## src/design/flr_pkg.sv

```systemverilog
// Shared types and constants of the release list: field types, command codes
// and sequencer states.
// No dependencies; compile first.
`default_nettype none

package flr_pkg;

	localparam int unsigned CMD_W   = 3;
	localparam int unsigned IDX_W   = 6;
	localparam int unsigned COUNT_W = 7;

	typedef logic [CMD_W-1:0]   command_t;
	typedef logic [IDX_W-1:0]   index_t;
	typedef logic [COUNT_W-1:0] count_t;

	localparam command_t CMD_INSERT      = command_t'(0);
	localparam command_t CMD_REMOVE      = command_t'(1);
	localparam command_t CMD_REMOVE_HEAD = command_t'(2);
	localparam command_t CMD_REMOVE_TAIL = command_t'(3);
	localparam command_t CMD_TOUCH       = command_t'(4);

	typedef enum logic [2:0] {
		ST_CLEAR,
		ST_IDLE,
		ST_LOOK,
		ST_LINK,
		ST_PUT
	} state_t;

endpackage

`default_nettype wire

```

## src/design/flr_if.sv

```systemverilog
// Channel interfaces of the release list: request, response and mode write.
// Depends on flr_pkg.
`default_nettype none

interface flr_req_if import flr_pkg::*; ();
	logic     valid;
	logic     ready;
	command_t command;
	index_t   entry_index;

	modport source (output valid, command, entry_index, input ready);
	modport sink (input valid, command, entry_index, output ready);
endinterface

interface flr_rsp_if import flr_pkg::*; ();
	logic   valid;
	logic   ready;
	index_t removed_entry;
	logic   removed_valid;
	logic   error;
	count_t count;

	modport source (output valid, removed_entry, removed_valid, error, count, input ready);
	modport sink (input valid, removed_entry, removed_valid, error, count, output ready);
endinterface

interface flr_cfg_if;
	logic valid;
	logic ready;
	logic lru_mode;

	modport source (output valid, lru_mode, input ready);
	modport sink (input valid, lru_mode, output ready);
endinterface

`default_nettype wire

```

## src/design/flr_ram.sv

```systemverilog
// Generic simple dual-port RAM: one write port, one read port, registered read.
// No dependencies.
`default_nettype none

module flr_ram #(
	parameter int WIDTH = 8,
	parameter int DEPTH = 64
) (
	input  wire logic                     clk,
	input  wire logic                     we,
	input  wire logic [$clog2(DEPTH)-1:0] waddr,
	input  wire logic [WIDTH-1:0]         wdata,
	input  wire logic [$clog2(DEPTH)-1:0] raddr,
	output logic      [WIDTH-1:0]         rdata
);

	logic [WIDTH-1:0] mem [DEPTH];

	always_ff @(posedge clk) begin
		if (we) begin
			mem[waddr] <= wdata;
		end
		rdata <= mem[raddr];
	end

endmodule

`default_nettype wire

```

## src/design/fifo_lru_release_list.sv

```systemverilog
// Release list top level: link memories, sequencer, head/tail/count registers.
// Depends on flr_pkg, flr_if (flr_req_if, flr_rsp_if, flr_cfg_if) and flr_ram.
`default_nettype none

// Keeps entry indices as a doubly linked list in two RAMs: one holds the
// previous link of each entry, the other the next link plus the membership
// bit. After reset the block sweeps the membership RAM clear and takes no
// request until that is done (mode writes are taken at any time). The
// entry's links are read at the edge that accepts a request, the list is
// updated in ST_LOOK and the result is registered in ST_PUT; a remove or
// touch that unlinks an entry from the middle of the list passes through
// ST_LINK between the two, since the neighbor links and the entry's own
// links go through the single write port of each RAM in two turns. A new
// request is accepted only in ST_IDLE, which follows ST_PUT once the
// result is registered; the result register holds the result until the
// consumer takes it, and a consumer that holds off stalls the next request
// in the present step.
module fifo_lru_release_list
	import flr_pkg::*;
#(
	parameter int ENTRIES = 64
) (
	input wire logic clk,
	input wire logic arst_n,
	flr_req_if.sink   req,
	flr_rsp_if.source rsp,
	flr_cfg_if.sink   cfg
);

	localparam int IW = $clog2(ENTRIES);
	localparam int CW = $clog2(ENTRIES + 1);

	typedef logic [IW-1:0] ent_t;

	state_t state_q, state_d;

	ent_t          head_q, tail_q;
	logic [CW-1:0] count_q;
	ent_t          clr_q;
	logic          lru_q;

	command_t cmd_s1;
	ent_t     e_s1;
	logic     in_range_s1;

	// second write turn
	ent_t      p2_next_a_s2, p2_prev_a_s2, p2_prev_d_s2;
	logic [IW:0] p2_next_d_s2;

	logic   rsp_valid_q;
	index_t rsp_removed_q;
	logic   rsp_rvalid_q, rsp_error_q;
	count_t rsp_count_q;

	logic   res_rvalid_s1, res_error_s1;
	ent_t   res_removed_s1;

	// RAM ports
	logic        next_we, prev_we;
	ent_t        next_wa, prev_wa, prev_wd, rd_a;
	logic [IW:0] next_wd, next_rd;
	ent_t        prev_rd;

	// request decode
	logic req_acc;
	logic in_range_in;
	ent_t e_in;

	// decision in ST_LOOK
	logic mem_e, at_head, at_tail, single, middle;
	logic do_ins, do_unl, do_touch, err, pop_ok, need_p2, rsp_free;
	ent_t nxt_e;

	flr_ram #(.WIDTH(IW + 1), .DEPTH(ENTRIES)) u_next_ram (
		.clk   (clk),
		.we    (next_we),
		.waddr (next_wa),
		.wdata (next_wd),
		.raddr (rd_a),
		.rdata (next_rd)
	);

	flr_ram #(.WIDTH(IW), .DEPTH(ENTRIES)) u_prev_ram (
		.clk   (clk),
		.we    (prev_we),
		.waddr (prev_wa),
		.wdata (prev_wd),
		.raddr (rd_a),
		.rdata (prev_rd)
	);

	assign cfg.ready = 1'b1;
	assign req.ready = (state_q == ST_IDLE);
	assign req_acc   = req.valid && req.ready;

	assign in_range_in = 32'(req.entry_index) < 32'(ENTRIES);
	assign e_in        = in_range_in ? IW'(req.entry_index) : '0;

	always_comb begin
		case (req.command)
			CMD_REMOVE_HEAD: rd_a = head_q;
			CMD_REMOVE_TAIL: rd_a = tail_q;
			default:         rd_a = e_in;
		endcase
	end

	assign mem_e    = next_rd[IW] && in_range_s1;
	assign nxt_e    = next_rd[IW-1:0];
	assign at_head  = (e_s1 == head_q);
	assign at_tail  = (e_s1 == tail_q);
	assign single   = (count_q <= CW'(1));
	assign middle   = !single && !at_head && !at_tail;
	assign rsp_free = !rsp_valid_q || rsp.ready;

	always_comb begin
		pop_ok   = 1'b0;
		do_ins   = 1'b0;
		do_unl   = 1'b0;
		do_touch = 1'b0;
		err      = 1'b0;
		case (cmd_s1)
			CMD_INSERT: begin
				err    = !in_range_s1 || mem_e;
				do_ins = !err;
			end
			CMD_REMOVE: begin
				err    = !mem_e;
				do_unl = !err;
			end
			CMD_REMOVE_HEAD, CMD_REMOVE_TAIL: begin
				pop_ok = (count_q != '0);
				do_unl = pop_ok;
			end
			CMD_TOUCH: begin
				if (lru_q) begin
					err      = !mem_e;
					do_touch = mem_e && !at_head;
				end
			end
			default: begin
			end
		endcase
		need_p2 = (do_unl || do_touch) && middle;
	end

	// next state and RAM write ports
	always_comb begin
		state_d = state_q;
		next_we = 1'b0;
		next_wa = e_s1;
		next_wd = {1'b1, head_q};
		prev_we = 1'b0;
		prev_wa = head_q;
		prev_wd = e_s1;
		case (state_q)
			ST_CLEAR: begin
				next_we = 1'b1;
				next_wa = clr_q;
				next_wd = '0;
				if (clr_q == ent_t'(ENTRIES - 1)) begin
					state_d = ST_IDLE;
				end
			end
			ST_IDLE: begin
				if (req_acc) begin
					state_d = ST_LOOK;
				end
			end
			ST_LOOK: begin
				if (do_ins) begin
					next_we = 1'b1;
					prev_we = (count_q != '0);
				end else if (do_unl) begin
					// drop membership; neighbors of a middle entry are relinked in the next turn
					next_we = 1'b1;
					next_wd = '0;
				end else if (do_touch) begin
					next_we = 1'b1;
					prev_we = 1'b1;
					if (middle) begin
						next_wa = prev_rd;
						next_wd = {1'b1, nxt_e};
						prev_wa = nxt_e;
						prev_wd = prev_rd;
					end
				end
				state_d = need_p2 ? ST_LINK : ST_PUT;
			end
			ST_LINK: begin
				next_we = 1'b1;
				next_wa = p2_next_a_s2;
				next_wd = p2_next_d_s2;
				prev_we = 1'b1;
				prev_wa = p2_prev_a_s2;
				prev_wd = p2_prev_d_s2;
				state_d = ST_PUT;
			end
			ST_PUT: begin
				if (rsp_free) begin
					state_d = ST_IDLE;
				end
			end
			default: begin
				state_d = ST_IDLE;
			end
		endcase
	end

	always_ff @(posedge clk or negedge arst_n) begin
		if (!arst_n) begin
			state_q     <= ST_CLEAR;
			clr_q       <= '0;
			head_q      <= '0;
			tail_q      <= '0;
			count_q     <= '0;
			lru_q       <= 1'b1;
			rsp_valid_q <= 1'b0;
		end else begin
			state_q <= state_d;
			if (cfg.valid) begin
				lru_q <= cfg.lru_mode;
			end
			if (state_q == ST_CLEAR) begin
				clr_q <= clr_q + ent_t'(1);
			end
			if (state_q == ST_LOOK) begin
				if (do_ins) begin
					head_q  <= e_s1;
					if (count_q == '0) begin
						tail_q <= e_s1;
					end
					count_q <= count_q + CW'(1);
				end else if (do_unl) begin
					if (!single && at_head) begin
						head_q <= nxt_e;
					end else if (!single && at_tail) begin
						tail_q <= prev_rd;
					end
					count_q <= count_q - CW'(1);
				end else if (do_touch) begin
					head_q <= e_s1;
					if (at_tail) begin
						tail_q <= prev_rd;
					end
				end
			end
			if (state_q == ST_PUT && rsp_free) begin
				rsp_valid_q <= 1'b1;
			end else if (rsp.ready) begin
				rsp_valid_q <= 1'b0;
			end
		end
	end

	// payload registers
	always_ff @(posedge clk) begin
		if (req_acc) begin
			cmd_s1      <= req.command;
			e_s1        <= rd_a;
			in_range_s1 <= in_range_in;
		end
		if (state_q == ST_LOOK) begin
			res_removed_s1 <= pop_ok ? e_s1 : '0;
			res_rvalid_s1  <= pop_ok;
			res_error_s1   <= err;
			if (do_touch) begin
				p2_next_a_s2 <= e_s1;
				p2_next_d_s2 <= {1'b1, head_q};
				p2_prev_a_s2 <= head_q;
				p2_prev_d_s2 <= e_s1;
			end else begin
				p2_next_a_s2 <= prev_rd;
				p2_next_d_s2 <= {1'b1, nxt_e};
				p2_prev_a_s2 <= nxt_e;
				p2_prev_d_s2 <= prev_rd;
			end
		end
		if (state_q == ST_PUT && rsp_free) begin
			rsp_removed_q <= IDX_W'(res_removed_s1);
			rsp_rvalid_q  <= res_rvalid_s1;
			rsp_error_q   <= res_error_s1;
			rsp_count_q   <= COUNT_W'(count_q);
		end
	end

	assign rsp.valid         = rsp_valid_q;
	assign rsp.removed_entry = rsp_removed_q;
	assign rsp.removed_valid = rsp_rvalid_q;
	assign rsp.error         = rsp_error_q;
	assign rsp.count         = rsp_count_q;

endmodule

`default_nettype wire

```

## src/flat_wrapper.sv

```systemverilog
// flat-port wrapper written by rule: the top's interface ports become plain ports
module fifo_lru_release_list_flat import flr_pkg::*;
#(
	parameter int ENTRIES = 64
)
  (clk, arst_n, req_valid, req_command, req_entry_index, req_ready, rsp_valid, rsp_removed_entry, rsp_removed_valid, rsp_error, rsp_count, rsp_ready, cfg_valid, cfg_lru_mode, cfg_ready);
  flr_req_if req_i ();
  flr_rsp_if rsp_i ();
  flr_cfg_if cfg_i ();
  input wire logic clk;
  input wire logic arst_n;
  input wire logic [$bits(req_i.valid)-1:0] req_valid;
  input wire logic [$bits(req_i.command)-1:0] req_command;
  input wire logic [$bits(req_i.entry_index)-1:0] req_entry_index;
  output wire logic [$bits(req_i.ready)-1:0] req_ready;
  output wire logic [$bits(rsp_i.valid)-1:0] rsp_valid;
  output wire logic [$bits(rsp_i.removed_entry)-1:0] rsp_removed_entry;
  output wire logic [$bits(rsp_i.removed_valid)-1:0] rsp_removed_valid;
  output wire logic [$bits(rsp_i.error)-1:0] rsp_error;
  output wire logic [$bits(rsp_i.count)-1:0] rsp_count;
  input wire logic [$bits(rsp_i.ready)-1:0] rsp_ready;
  input wire logic [$bits(cfg_i.valid)-1:0] cfg_valid;
  input wire logic [$bits(cfg_i.lru_mode)-1:0] cfg_lru_mode;
  output wire logic [$bits(cfg_i.ready)-1:0] cfg_ready;
  assign req_i.valid = req_valid;
  assign req_i.command = req_command;
  assign req_i.entry_index = req_entry_index;
  assign req_ready = req_i.ready;
  assign rsp_valid = rsp_i.valid;
  assign rsp_removed_entry = rsp_i.removed_entry;
  assign rsp_removed_valid = rsp_i.removed_valid;
  assign rsp_error = rsp_i.error;
  assign rsp_count = rsp_i.count;
  assign rsp_i.ready = rsp_ready;
  assign cfg_i.valid = cfg_valid;
  assign cfg_i.lru_mode = cfg_lru_mode;
  assign cfg_ready = cfg_i.ready;
  fifo_lru_release_list #(.ENTRIES(ENTRIES)) u_core (.clk(clk), .arst_n(arst_n), .req(req_i), .rsp(rsp_i), .cfg(cfg_i));
endmodule
```

## config.mk

```make
export PLATFORM = sky130hd
export DESIGN_NAME = fifo_lru_release_list_flat
export DESIGN_NICKNAME = d
export VERILOG_FILES = /design/src/design/flr_pkg.sv /design/src/design/flr_if.sv /design/src/design/flr_ram.sv /design/src/design/fifo_lru_release_list.sv /design/src/flat_wrapper.sv
export SDC_FILE = /design/constraint.sdc
export NUM_CORES = 1
export LEC_CHECK = 0
export ABC_AREA = 1
export BUFFER_PORTS_ARGS = -buffer_cell sky130_fd_sc_hd__buf_2
export CORE_ASPECT_RATIO = 1.25
export CORE_UTILIZATION = 45
export DETAILED_ROUTE_END_ITERATION = 8
export GPL_ROUTABILITY_DRIVEN = 0
export PLACE_DENSITY_LB_ADDON = 0.12
export SLEW_MARGIN = 15
export SYNTH_ARGS = -nofsm -noshare
export SYNTH_HDL_FRONTEND = slang
export SYNTH_SLANG_ARGS = --single-unit
```

## constraint.sdc

```tcl
create_clock -name clk -period 7.9 [get_ports clk]
set_input_delay 0 -clock clk [delete_from_list [all_inputs] [get_ports clk]]
set_output_delay 0 -clock clk [all_outputs]
set_load 0.05 [all_outputs]
```

# After elaboration in Yosys (flattened, before gate mapping)
# Memory sizes are Yosys's and may differ from the RTL's. A register that Yosys moved wholly into a read port is not among the register bits.
# Index checks and enable logic that the tools add are counted.
# W data, S select, Z words.
# totals
out_inout_bits	18
reg_bits	81
in_bits	15
elab_cells	132
mem_count	2
mem_bits_rw	832
# memory_table
name	depth	word_bits	read_ports	rd_ports_with_merged_regs	write_ports	line_no	text
u_core.u_next_ram.mem	64	7	1	1	1	flr_ram.sv:17	logic [WIDTH-1:0] mem [DEPTH];
u_core.u_prev_ram.mem	64	6	1	1	1	flr_ram.sv:17	
# classes
n_eq_ne	20
n_mux	58
n_reduce_logical	29
n_lt_le_gt_ge	1
n_addsub	3
# op_table
cell	count
$mux W6	23
$pmux W6 S2	3
$mux W7	5
$pmux W7 S3	1
$eq A3 B2 Y1 const B	6
$pmux W6 S3	1
$mux W1	16
$pmux W3 S5	1
$eq A6 B6 Y1	2
$mux W3	4
$ne A3 B2 Y1 const B	3
$logic_and A1 B1 Y1	8
$add A7 B1 Y7 const B	1
$le A7 B1 Y1 const B	1
$logic_not A7 Y1	1
$reduce_bool A7 Y1	1
$sub A7 B1 Y7 const B	1
$add A6 B1 Y6 const B	1
$eq A3 B1 Y1 const B	2
$eq A3 B3 Y1 const B	2
$eq A6 B6 Y1 const B	1
$logic_not A3 Y1	2
$pmux W1 S2	3
$reduce_and A3 Y1	2
10 further kinds	20

# Logic depth before layout (Yosys ltp)
# logic_depth
word_depth	11
ltp_mapped	16
depth_no_buf	16

# Cells and area by module
# Synthesis repeated with hierarchy kept, for this count alone.
# hier_totals
cells_unflattened	3485
hier_area_um2	38703.4
# by_module_without_submodules
mod	instances	cells_per_inst	area_per_inst_um2
flr_ram at u_core.u_next_ram	1	1590	18545.3
flr_ram at u_core.u_prev_ram	1	1376	15930.3
fifo_lru_release_list	1	519	4227.8

# Worst setup path before layout
# No wires, ideal clock.
# synth_path
kind	reg2reg
from	reg u_core.state_q[2]
to	mem u_core.u_prev_ram.mem[0][4] (netlist name) (data pin)
arrival_ns	2.664
setup_time_ns	0.542
path_stages_with_launch	7
path_slack_ns	4.694
t_required_ns	7.358
path_cell_list	dfrtp_1 -> nor2_1 -> inv_1 -> nor2_1 -> buf_2 -> o211ai_1 -> o211ai_1
# synth_between
elab_chain_cells	2
# synth_rtl
element	line_no	text
from (decl)	fifo_lru_release_list.sv:35	state_t state_q, state_d;
from (signal assigned)	fifo_lru_release_list.sv:219	state_q <= state_d;
$eq A3 B2 Y1	fifo_lru_release_list.sv:155	case (state_q)
$pmux W6 S2 *	fifo_lru_release_list.sv:155	
net u_core.prev_wd[4]	fifo_lru_release_list.sv:60	ent_t next_wa, prev_wa, prev_wd, rd_a;
to (decl)	flr_ram.sv:17	
# Mark *: on every way through the listed nets, which the timed path passes. The rest lies on a longest branch.

# Worst setup path in the final report
# layout_path
from	reg u_core.e_s1[5]
to	mem u_core.u_next_ram.mem[55][0] (netlist name), enable pin
# layout_between
elab_chain_cells	11
# layout_rtl
element	line_no	text
from (decl)	fifo_lru_release_list.sv:43	ent_t e_s1;
from (signal assigned)	fifo_lru_release_list.sv:259	e_s1 <= rd_a;
$eq A6 B6 Y1	fifo_lru_release_list.sv:109	assign at_head = (e_s1 == head_q);
$logic_not A1 Y1	fifo_lru_release_list.sv:112, fifo_lru_release_list.sv:137	
$logic_and A1 B1 Y1	fifo_lru_release_list.sv:137	do_touch = mem_e && !at_head;
$mux W1	fifo_lru_release_list.sv:135	if (lru_q) begin
$mux W1	fifo_lru_release_list.sv:121	case (cmd_s1)
$mux W1	fifo_lru_release_list.sv:177	end else if (do_touch) begin
$mux W1	fifo_lru_release_list.sv:173	end else if (do_unl) begin
$mux W1	fifo_lru_release_list.sv:170	if (do_ins) begin
$pmux W1 S2	fifo_lru_release_list.sv:155	
$mux W1	flr_ram.sv:20	if (we) begin
$mux W1 (implied by the code)	flr_ram.sv:21	mem[waddr] <= wdata;
to (decl)	flr_ram.sv:17	
# Several ways; a longest one is shown, not always the timed one.

==> results.json <==
{
  "syn2layout_area_growth_pct": 10.8,
  "hold_class": "in -> reg",
  "finalHoldViolCount": 0,
  "finalSetupTns_ns": 0,
  "worstSetupStartpointType": "register",
  "worstPathMaxFanout": 27,
  "final-setup-viol-count": 0,
  "synth_warnings": 0,
  "yosysSeqAreaShare_pct": 70.4,
  "via_per_inst": 5.56,
  "post-route-period-util_pct": 57.6,
  "rsz0062_at_grt": "false",
  "final_util_pct": 50.3,
  "ir_drop_v": 0.000234,
  "grt_max_degree": 206,
  "vias": 25000,
  "yosys_register_bits": 919,
  "synth-main-ff-cell": "edfxtp_1",
  "regArea_sq_mm": 0.0273,
  "rows": 120,
  "arrival_ns": 4.84,
  "cts_setup_buffers": 0,
  "period_needed_ns": 4.55,
  "grt_use_total_pct": 22.9,
  "drc": 0,
  "final_layout_size_suffix_gt1_share_pct": 8.92,
  "ys_async_sr_fraction_pct": 3.26,
  "ff2ff_path_depth": 12,
  "multi_input_area_sq_mm": 0.00950,
  "drtIter0Drc": 2257,
  "whs_path_depth": 2,
  "final_cells": 4506,
  "dp.cells": 4330,
  "first_global_vias": 24500,
  "cts_buffer_depth": 3,
  "end_kind": "register",
  "cts_tree": "built",
  "avgSynthCellArea_sq_um": 11.6,
  "fill_cells": 7501,
  "synth_edf_count": 876,
  "worstMarginPinSlew_ns": 1.21,
  "setup_slack_ns": 3.35,
  "wl_per_cell_microns": 22.2,
  "ys_types": 41,
  "crit_required_ns": 8.19,
  "antenna_found_initial": 0,
  "ios": 33,
  "leakage_nw": 15.4,
  "dp_slack_ns": 3.43,
  "max_freq_mhz": 220,
  "relSlewSlack_pct": 19.0,
  "wirelength_mm": 100,
  "path_clk_slew_ns": 0.07,
  "n_antenna_cell": 0,
  "slew_viol_final": 0,
  "htreeDepth": 3,
  "critPathKind": "reg -> reg",
  "grt_pass1_wl_mm": 150,
  "powerDensity_mw_per_mm2": 327,
  "clk_latency_ns": 0.66,
  "status": "completed",
  "syn_nets": 3380,
  "nets": 3355,
  "start_util_pct": 45.4,
  "die_y_microns": 330,
  "dp.final_hpwl_mm": 59.7,
  "maxCapViolCount": 0,
  "die_w_microns": 265,
  "cts.sinks": 919,
  "core_area_sq_mm": 0.0856,
  "numPortBuffers": 31,
  "clock-skew-final_ns": 0.0324,
  "syn_inst": 3360,
  "grt-ovfl-total": 0,
  "synth_area_sq_mm": 0.0388,
  "root_buffer": "clkbuf_16",
  "ant_nets": 0,
  "cts_buffers": 91,
  "die-area_sq_mm": 0.0874,
  "dr.pass1.iters": 5
}
==> sequential cells by signal, summed over array words and instances (netlist names), 3 cells and up <==
signal	cells
u_core.clr_q	6
u_core.cmd_s1	3
u_core.count_q	7
u_core.e_s1	6
u_core.head_q	6
u_core.p2_next_d_s2	6
u_core.p2_prev_d_s2	6
u_core.res_removed_s1	6
u_core.rsp.count	7
u_core.rsp.removed_entry	6
u_core.state_q	3
u_core.tail_q	6
u_core.u_next_ram.mem	448
u_core.u_next_ram.rdata	7
u_core.u_prev_ram.mem	384
u_core.u_prev_ram.rdata	6
==> final cells by class <==
type / instances / share of cell area (%)
clock buffers: 110 / 5.53
well taps: 1098 / 3.19
repair buffers: 73 / 1.23
multi-input cells: 1907 / 22.1
inverters: 343 / 3.01
flip-flops and latches: 919 / 63.5
clock inverters: 56 / 1.44
==> cell usage after synthesis (12+ instances only) <==
cell / number / area, sq um
buf_1: 35 / 131
inv_1: 335 / 1260
clkbuf_1: 128 / 480
nand2_1: 428 / 1610
nor2_1: 336 / 1260
dfxtp_1: 13 / 260
nand4_1: 12 / 75.1
a21oi_1: 89 / 445
o211ai_1: 224 / 1680
edfxtp_1: 876 / 26300
or2_2: 79 / 494
o21ai_0: 254 / 1270
dfrtp_1: 29 / 726
nand3_1: 436 / 2180
buf_2: 26 / 130
==> routing by layer <==
metal	global-route usage (%)	vias up	routed length, microns
met5	0	-	0
met4	9.68	0	3670
met3	3.01	179	5270
met2	38.9	791	49000
met1	29.7	12300	42300
li1	-	11800	-
==> placed cells by master, fill, tap and decap left out, types with 4 or more instances in the layout <==
cell type,synthesis,routed
a21oi_1,89,89
buf_2,26,31
buf_4,2,30
bufinv_16,0,10
clkbuf_1,128,17
clkbuf_16,0,92
clkinv_1,4,17
clkinv_2,0,18
clkinvlp_4,0,5
dfrtp_1,29,29
dfxtp_1,13,13
dlygate4sd3_1,0,9
edfxtp_1,876,876
ha_1,5,5
inv_1,335,334
inv_2,4,4
nand2_1,428,427
nand3_1,436,433
nand4_1,12,12
nor2_1,336,335
o211ai_1,224,224
o21ai_0,254,254
or2_2,79,79
xnor2_1,5,5
xor2_1,9,9
==> worst paths after layout <==
check | slack [ns] | from | to
setup / recovery | 3.35 | u_core.e_s1[5] | u_core.u_next_ram.mem[55][0]
hold / removal | 0.09 | req_command[2] | u_core.cmd_s1[2]
min in group asynchronous | 0.45 | arst_n | u_core.lru_q
max in group asynchronous | 7.24 | arst_n | u_core.head_q[1]
setup reg to reg | 3.35 | u_core.e_s1[5] | u_core.u_next_ram.mem[55][0]
hold reg to reg | 0.42 | u_core.res_error_s1 | u_core.rsp.error
==> power breakdown <==
part | switching (mW) | total (mW) | internal, mW
sequential | 0.171 | 6.50 | 6.33
combinational | 2.60 | 3.22 | 0.623
clock | 1.85 | 4.34 | 2.49
total | 4.62 | 14.1 | 9.45
==> metrics by stage <==
step	hold slack [ns]	instance area [sq um]	power [mW]
final	0.0902	43000	14.1
after global routing	0.0868	43000	14.6
after CTS	0.0363	43000	14.2
after detailed placement	0.133	39900	9.83
after global placement	0.130	39900	9.80
after floorplan	-0.296	38800	8.46
==> cells by family (layout without fill, tap and decap cells) <==
family	after synthesis	in the layout	synth area share [%]
buf+inv	534	582	5.27
simple gates	1302	1302	14.7
other cells	1	1	0.00966
mux	1	1	0.0290
flops	919	919	70.4
fa+ha+maj	5	5	0.161
compound gates	584	584	9.10
xor+xnor	14	14	0.316
==> critical path: stages (launching register included) <==
cell	delay [ns]
edfxtp_1	0.45
inv_1	0.16
nand2_1	0.09
nand2_1	0.07
nor2_1	0.14
nand3_1	0.13
nand2_1	0.66
inv_1	0.26
nand3_1	0.15
nand3_1	0.13
nand4_1	0.30
nand4_1	0.81
nor2_1	0.80
==> repair_timing <==
action / in CTS / in global routing
resized for setup: 0 / 0
hold buffers: 10 / 0
hold endpoints to repair: 62 / 0
setup endpoints to repair: 0 / 0
(Power assumes the default switching activity.)
